File: src/rtl/core/imsu_ram.sv
module imsu_ram #(
    parameter int WIDTH = 64,
    parameter int DEPTH = 64
) (
    input  logic                     i_clk,
    input  logic                     i_we,
    input  logic [$clog2(DEPTH)-1:0] i_waddr,
    input  logic [WIDTH-1:0]         i_wdata,
    input  logic [$clog2(DEPTH)-1:0] i_raddr,
    output logic [WIDTH-1:0]         o_rdata
);

    logic [WIDTH-1:0] r_mem [DEPTH];
    logic [WIDTH-1:0] r_rdata;

    always_ff @(posedge i_clk) begin
        if (i_we) begin
            r_mem[i_waddr] <= i_wdata;
        end
        r_rdata <= r_mem[i_raddr];
    end

    assign o_rdata = r_rdata;

endmodule

File: config.mk
export PLATFORM = sky130hd
export DESIGN_NAME = imsu_ram
export DESIGN_NICKNAME = d
export VERILOG_FILES = /design/src/rtl/core/imsu_ram.sv
export SDC_FILE = /design/constraint.sdc
export NUM_CORES = 2
export LEC_CHECK = 0
export ABC_AREA = 0
export BUFFER_PORTS_ARGS = -buffer_cell sky130_fd_sc_hd__buf_2
export CAP_MARGIN = 20
export CORE_UTILIZATION = 50
export CTS_BUF_LIST = sky130_fd_sc_hd__clkbuf_16
export DETAILED_ROUTE_END_ITERATION = 8
export GPL_TIMING_DRIVEN = 0
export PLACE_DENSITY_LB_ADDON = 0.08
export SYNTH_ARGS = -nofsm -noshare
export SYNTH_HDL_FRONTEND = slang
export SYNTH_SLANG_ARGS = --single-unit
File: constraint.sdc
create_clock -name i_clk -period 10.5 [get_ports i_clk]
set_input_delay 2.1 -clock i_clk [delete_from_list [all_inputs] [get_ports i_clk]]
set_output_delay 2.1 -clock i_clk [all_outputs]
set_load 0.02 [all_outputs]
==> reports/metrics.yaml <==
clocking:
  htree_levels: 5
  insertion_delay_ns: 0.97
  cts_resized: 0
  path_clk_slew_ns: 0.06
  cts_sinks: 4160
  clockBufferDepth: 4
  cts_root_buffer: "clkbuf_16"
  numCtsBuffers: 425
  cts_setup_buffers: 0
  cts_hold_buf: 0
  cts_tree: "yes"
yosys:
  syn_avg_cell_area_sq_um: 23.7
  async_flop_share: 0
  syn_inst: 6598
  synth_cell_type_count: 33
  yosysSeqAreaShare: 0.795
  synth.net_count: 6676
  ys_seq_elements: 4160
  yosys_warnings: 0
  synth-edff-count: 4096
  synthesis.area_sq_mm: 0.156
  synth_ff_type: "edfxtp_1"
pwr:
  netSwitchingFraction: 0.217
  power.switching_mw: 7.66
  ir_drop_v: 0.000189
  p_clk_frac: 0.425
  comb_power_share: 0.055
  power.density_mw_per_mm2: 194
  finalPower_mw: 35.4
  p_leak_nw: 57.7
  pwr-share-seq: 0.520
  internal_power_mw: 27.7
sta:
  fmax_mhz: 177
  rsz0062_at_grt: "false"
  hold_viol_final: 0
  period_minus_slack_ns: 5.66
  maxSlewViolCount: 0
  setup_viol: 0
  finClkSkew_ns: 0.0527
  holdWs_ns: 0.918
  worst_pin_slew_ns: 1.28
  layout_setup_ws_ns: 4.84
  min_period_over_period: 0.539
  tns_ns: 0
  slew_headroom: 0.146
layout:
  syn_to_final_growth_pct: 16.6
  design_area_sq_mm: 0.182
  final_core_util: 0.588
  drive_gt1_frac: 0.302
  final_common_cell: "edfxtp_1"
  n_fill_cell: 22100
  most-common-layout-cells: "edfxtp_1 (4096), mux4_2 (1024), clkbuf_16 (439)"
  instances_no_fill: 12000
  nNetsFinal: 7531
grt:
  grt_usage: 0.278
  grt_pass1_vias: 76800
  grt_max_degree: 65
  grt_pass1_wl_um: 604000
  grt_antenna_before_repair: 49
  grt_overflow: 0
floorplanning:
  num_io_pins: 142
  die_w_um: 561
  rows: 204
  core_sq_mm: 0.310
  dieHeight_um: 561
  fp.dieArea_sq_mm: 0.315
  start_util: 0.505
placement:
  numPortBuffers: 133
  place_ws_ns: 4.00
  placed_cell_area_sq_mm: 0.168
  gp_congestion: 0.821
  dpl.hpwl_um: 295000
  dp.cells: 11100
setup_path:
  worstSetupPathType: "in2reg"
  r2r_cells: 5
  critPathLaunchType: "primary input"
  worstPathRequired_ns: 11.25
  r2r-end: "o_rdata[59]$_DFF_P_"
  r2r_start: "r_mem[55][59]$_DFFE_PP_"
  arrival_ns: 6.40
  crit_path_end_kind: "flop"
  critPathCapture: "o_rdata[6]$_DFF_P_"
  cp_max_fo: 10
  reg2reg_setup_slack_ns: 7.60
  critPathLaunch: "i_raddr[2]"
detailed_routing:
  route.vias.total: 76300
  wl_per_cell_um: 36.5
  drt_iter0_markers: 10200
  drt-total-wl_um: 437000
  drc: 0
  drt_pass1_iterations: 5
  avgViaCountPerCell: 6.38
  antenna_left: 0
job:
  cap_violations: 0
status:
  status: "complete, no violations"
min_path:
  hold_class: "reg2reg"
sequential cells by signal (all words and copies together), names as in the netlist:
name	cells
o_rdata	64
r_mem	4096
cells by family after synthesis:
group,count (synthesis),share of synthesized area
flip-flops,4160,0.795
AO/OA/AOI/OAI,504,0.0248
AND/OR/NAND/NOR,386,0.0124
multiplexers,1159,0.156
buffers and inverters,389,0.0118
layer usage:
layer | GRT usage | vias up | share of wire
met4 | 0.0822 | 4 | 0.030
met3 | 0.0485 | 646 | 0.087
li1 | - | 30300 | -
met1 | 0.406 | 41700 | 0.41
met2 | 0.434 | 3714 | 0.47
met5 | 0 | - | 0.000062
critical path: stages:
cell      delay (ns)
buf_2           0.24
buf_4           0.34
buf_2           0.52
buf_2           0.69
buf_4           0.38
mux2i_1         0.13
o22ai_1         0.74
a31oi_1         0.35
a211oi_1        0.83
layout make-up:
type | instances | area [sq um] | share of cell area
diodes | 36 | 90.1 | 0.000494
plain buffers | 370 | 1780 | 0.00978
clock buffers | 439 | 11000 | 0.0603
clock inverters | 344 | 2900 | 0.0159
inverters | 19 | 71.3 | 0.000391
multi-input cells | 2049 | 30700 | 0.168
flip-flops and latches | 4160 | 124000 | 0.682
well taps | 4120 | 5150 | 0.0283
repair buffers | 428 | 6280 | 0.0344
worst min-delay path by stage:
| stage | to | slack, ns | depth (start not counted) | from |
|---|---|---|---|---|
| 5_1_grt | o_rdata[63]$_DFF_P_ | 0.95 | 4 | r_mem[44][63]$_DFFE_PP_ |
| 3_5_place_dp | o_rdata[42]$_DFF_P_ | 0.90 | 4 | r_mem[39][42]$_DFFE_PP_ |
| 2_1_floorplan | o_rdata[61]$_DFF_P_ | 0.79 | 4 | r_mem[30][61]$_DFFE_PP_ |
| 6_report | o_rdata[32]$_DFF_P_ | 0.92 | 4 | r_mem[52][32]$_DFFE_PP_ |
| 3_3_place_gp | o_rdata[42]$_DFF_P_ | 0.88 | 4 | r_mem[38][42]$_DFFE_PP_ |
| 4_1_cts | o_rdata[10]$_DFF_P_ | 0.93 | 4 | r_mem[39][10]$_DFFE_PP_ |
cell usage after synthesis (28+ instances only):
cell / count / area share
or3_1: 29 / 0.0012
o22ai_1: 83 / 0.0033
nand2_1: 58 / 0.0014
a211oi_1: 63 / 0.0030
o221ai_1: 38 / 0.0021
buf_4: 34 / 0.0016
dfxtp_1: 64 / 0.0082
nor2_1: 112 / 0.0027
a22o_1: 88 / 0.0049
mux2i_1: 135 / 0.0086
buf_2: 170 / 0.0054
nand3_1: 45 / 0.0014
or2_2: 28 / 0.0011
a22oi_1: 168 / 0.0081
clkbuf_1: 140 / 0.0034
nor2b_1: 28 / 0.0011
and3_1: 64 / 0.0026
mux4_2: 1024 / 0.15
edfxtp_1: 4096 / 0.79
power by group through the flow:
stage	logic, mW	registers [mW]	clock network (mW)
2_1_floorplan	0.856	18.8	0
3_3_place_gp	1.78	18.8	0
3_5_place_dp	1.89	18.8	0
4_1_cts	1.89	18.4	15.2
5_1_grt	2.01	18.4	15.8
6_report	1.93	18.4	15.0
Power figures use the tool's default switching activity.
