`src/rtl/core/imsu_pkg.sv`:
```
package imsu_pkg;

    localparam int COORD_W = 6;
    localparam int COORD_N = 1 << COORD_W;
    localparam int FRAC_W  = 32;
    localparam int DE_W    = 5;
    localparam int CFG_IDX_W = 2;

    typedef enum logic {
        CMD_UPDATE = 1'b0,
        CMD_READ   = 1'b1
    } t_cmd;

    localparam logic [CFG_IDX_W-1:0] CFG_THRESH_DE4 = CFG_IDX_W'(0);
    localparam logic [CFG_IDX_W-1:0] CFG_THRESH_DE8 = CFG_IDX_W'(1);
    localparam logic [CFG_IDX_W-1:0] CFG_FREEZE     = CFG_IDX_W'(2);

    localparam logic signed [DE_W-1:0] DE_ZERO  = DE_W'(0);
    localparam logic signed [DE_W-1:0] DE_PLUS4 = DE_W'(4);
    localparam logic signed [DE_W-1:0] DE_PLUS8 = DE_W'(8);

    typedef struct packed {
        logic [FRAC_W-1:0] thresh_de4;
        logic [FRAC_W-1:0] thresh_de8;
        logic              freeze;
    } t_cfg;

    typedef struct packed {
        logic                   spin;
        logic                   flipped;
        logic signed [DE_W-1:0] energy_change;
    } t_eval_res;

    typedef enum logic [3:0] {
        S_CLEAR = 4'b0001,
        S_IDLE  = 4'b0010,
        S_ROW   = 4'b0100,
        S_EVAL  = 4'b1000
    } t_state;

endpackage

```
`src/rtl/core/imsu_site_eval.sv`:
```
module imsu_site_eval (
    input  imsu_pkg::t_cfg                  i_cfg,
    input  imsu_pkg::t_cmd                  i_command,
    input  logic [imsu_pkg::FRAC_W-1:0]     i_uniform,
    input  logic                            i_centre,
    input  logic                            i_up,
    input  logic                            i_dn,
    input  logic                            i_lf,
    input  logic                            i_rt,
    output imsu_pkg::t_eval_res             o_res
);
    import imsu_pkg::*;

    logic [2:0]             w_ups;
    logic signed [DE_W:0]   w_de_pos;
    logic signed [DE_W:0]   w_de_wide;
    logic signed [DE_W-1:0] w_de;
    logic                   w_accept;
    logic                   w_flip;

    assign w_ups = {2'b00, i_up} + {2'b00, i_dn} + {2'b00, i_lf} + {2'b00, i_rt};

    // dE for a +1 centre is 4*ups - 8, negated for a -1 centre
    assign w_de_pos  = $signed({1'b0, w_ups, 2'b00}) - $signed((DE_W+1)'(8));
    assign w_de_wide = i_centre ? w_de_pos : -w_de_pos;
    assign w_de      = w_de_wide[DE_W-1:0];

    always_comb begin
        priority if (w_de[DE_W-1] || (w_de == DE_ZERO)) begin
            w_accept = 1'b1;
        end else if (w_de == DE_PLUS4) begin
            w_accept = i_uniform < i_cfg.thresh_de4;
        end else begin
            w_accept = i_uniform < i_cfg.thresh_de8;
        end
    end

    assign w_flip = !i_cfg.freeze && w_accept;

    always_comb begin
        unique case (i_command)
            CMD_READ: begin
                o_res.spin          = i_centre;
                o_res.flipped       = 1'b0;
                o_res.energy_change = DE_ZERO;
            end
            CMD_UPDATE: begin
                o_res.spin          = i_centre ^ w_flip;
                o_res.flipped       = w_flip;
                o_res.energy_change = w_de;
            end
            default: begin
                o_res.spin          = i_centre;
                o_res.flipped       = 1'b0;
                o_res.energy_change = DE_ZERO;
            end
        endcase
    end

endmodule

```
`config.mk`:
```
export PLATFORM = sky130hd
export DESIGN_NAME = imsu_site_eval
export DESIGN_NICKNAME = d
export VERILOG_FILES = /design/src/rtl/core/imsu_pkg.sv /design/src/rtl/core/imsu_site_eval.sv
export SDC_FILE = /design/constraint.sdc
export NUM_CORES = 1
export LEC_CHECK = 0
export BUFFER_PORTS_ARGS = -buffer_cell sky130_fd_sc_hd__buf_2
export CORE_MARGIN = 3
export CORE_UTILIZATION = 50
export DETAILED_ROUTE_END_ITERATION = 12
export PLACE_DENSITY = 0.91
export SYNTH_ARGS = -nofsm -noshare
export SYNTH_HDL_FRONTEND = slang
export SYNTH_SLANG_ARGS = --single-unit
```
`constraint.sdc`:
```
create_clock -name vclk -period 6.85
set_clock_uncertainty 0.2 [all_clocks]
set_input_delay 0.685 -clock vclk [all_inputs]
set_output_delay 0.685 -clock vclk [all_outputs]
set_load 0.005 [all_outputs]
```
==> results.json <==
{
  "max_freq_ghz": 0.231,
  "hold_depth": 3,
  "min_period_ns": 4.33,
  "drt_iter0_markers": 34,
  "synth_area_um2": 1800,
  "critical_path_buf_inv_count": 3,
  "grt_pass1_vias": 1870,
  "synth_common_cells": "inv_1, ha_1, a21oi_1",
  "drive_gt1_share_pct": 31.7,
  "crit_path_max_incr_delay_ns": 0.53,
  "min_period_over_period_pct": 63.2,
  "yosysTopAreaCellShare_pct": 44.6,
  "path_cells": "buf_2 -> fa_1 -> ha_1 -> inv_1 -> fa_1 -> nor3b_1 -> o21ai_1 -> a211oi_1 -> o31ai_1 -> nor2b_4 -> a211oi_2 -> o41ai_2 -> buf_2",
  "hold_viol_final": 0,
  "cp.depth": 13,
  "vias_per_cell": 4.98,
  "worst-setup-path-type": "in -> out",
  "cts_resized": 0,
  "worstPathMaxFanout": 4,
  "first_pass_iters": 4,
  "syn2layout_area_growth_pct": 32.7,
  "power_per_cell_area_nw_per_um2": 59.7,
  "drc_errors": 0,
  "antenna_cells": 0,
  "min_path_type": "in -> out",
  "syn_inst": 249,
  "yosysWarnings": 0,
  "final_nets": 527,
  "whs_endpoint": "o_res[5]",
  "place_hpwl_mm": 4.11,
  "hold_buffers": 0,
  "critical-path-slowest-cell": "fa_1",
  "crit_path_start_kind": "input pin",
  "routed_wl_mm": 4.22,
  "coreArea_um2": 3390,
  "dieArea_um2": 4350,
  "worst-endpoint-arrival_ns": 3.44,
  "grt_pass1_wl_mm": 6.91,
  "ant_nets": 0,
  "regArea_um2": 0,
  "hold_ws_ns": 1.44,
  "ys_types": 38,
  "gr-total-overflow": 0,
  "drv_slew": 0,
  "place.gp.congestion": 0.813,
  "grt_usage_pct": 18.9,
  "ys_top_cells_by_area": "ha_1, inv_1, a21oi_1",
  "setup_viol": 0,
  "end_kind": "output pin",
  "die_y_um": 65.9,
  "n_clock_buffer": 0,
  "cts_setup_buffers": 0,
  "synth_largest_area_cell": "ha_1",
  "place_inst": 402,
  "fin_tns_setup_ns": 0,
  "die_x_um": 65.9,
  "cap_violations": 0,
  "pin_count": 110,
  "p_leak_uw": 0.00155,
  "hold_start": "i_cfg[0]",
  "fin_cells": 402,
  "start_util_pct": 53.0,
  "final_area_um2": 2380,
  "yosysMostFrequentCell": "inv_1",
  "syn_avg_cell_area_um2": 7.21,
  "portBuffers": 108,
  "num_rows": 21,
  "cpLargestDelayFamily": "adder cells",
  "grt_max_degree": 9,
  "antenna_found_initial": 0,
  "crit_required_ns": 5.96,
  "outcome": "finished, final reports clean",
  "dpl_cell_area_um2": 2380,
  "via_count": 2001,
  "grt_setup_unrepaired": "no",
  "nFlopsAndLatches": 0,
  "vdd_drop_max_uv": 23.4,
  "yosysSeqAreaShare_pct": 0,
  "wl_per_cell_um": 10.5
}
-- layout make-up --
cell class | instances | area, um2
Tap cell | 46 | 57.6
Timing Repair Buffer | 108 | 541
Fill cell | 304 | 1010
Multi-Input combinational cell | 181 | 1530
Inverter | 67 | 251
-- how the worst max path moves through the flow --
stage          start  endpoint  slack, ns
5_1_grt         i_up  o_res[6]       2.33
2_1_floorplan   i_up  o_res[6]       2.91
3_5_place_dp    i_up  o_res[6]       2.56
3_3_place_gp    i_up  o_res[6]       2.60
4_1_cts         i_up  o_res[6]       2.54
6_report        i_up  o_res[6]       2.52
-- report_power, final --
| part | switching [uW] | total (uW) | internal, uW | leakage [uW] |
|---|---|---|---|---|
| Clock | 0 | 0 | 0 | 0 |
| Combinational | 70.7 | 142 | 71.6 | 0.00155 |
| Sequential | 0 | 0 | 0 | 0 |
-- routing by layer --
layer,vias up,global-route usage (%),wire length [um]
met1,850,21.5,1720
met2,68,38.8,2170
met4,0,2.07,36
li1,1079,-,-
met5,-,0,0
met3,4,1.02,296
-- kinds of logic (layout without fill, tap and decap cells) --
kind of cell | after synthesis | count (layout) | synth area share (%)
AO/OA/AOI/OAI | 59 | 59 | 21.7
other | 1 | 2 | 0.209
buffers and inverters | 69 | 175 | 14.8
AND/OR/NAND/NOR | 54 | 54 | 16.4
adder cells (fa/ha/maj) | 66 | 66 | 46.8
-- cell usage in the layout (no fill, tap or decap), types with 2 or more instances in the layout --
| cell type | synthesis | routed |
|---|---|---|
| fa_1 | 2 | 2 |
| and4_1 | 4 | 4 |
| nor3_1 | 3 | 3 |
| nand3_1 | 4 | 4 |
| ha_1 | 64 | 64 |
| buf_2 | 0 | 108 |
| nand4_1 | 5 | 5 |
| nand2b_1 | 2 | 2 |
| o31ai_1 | 2 | 2 |
| nor2b_1 | 3 | 3 |
| conb_1 | 1 | 2 |
| nand2_1 | 17 | 17 |
| o21ai_1 | 3 | 3 |
| a21o_1 | 7 | 7 |
| o21ai_0 | 10 | 10 |
| nor2_1 | 9 | 9 |
| inv_1 | 67 | 67 |
| a21oi_1 | 20 | 20 |
| a211oi_1 | 5 | 5 |
-- stage by stage --
stage | util (%) | setup slack (ns) | total power (uW)
after floorplan | - | 2.91 | 88.2
after global placement | 70.3 | 2.60 | 137
after detailed placement | 70.3 | 2.56 | 143
after CTS | 70.3 | 2.54 | 144
after global routing | 70.3 | 2.33 | 166
final | 70.3 | 2.52 | 142
No activity file was read; power rests on OpenSTA's default activity.
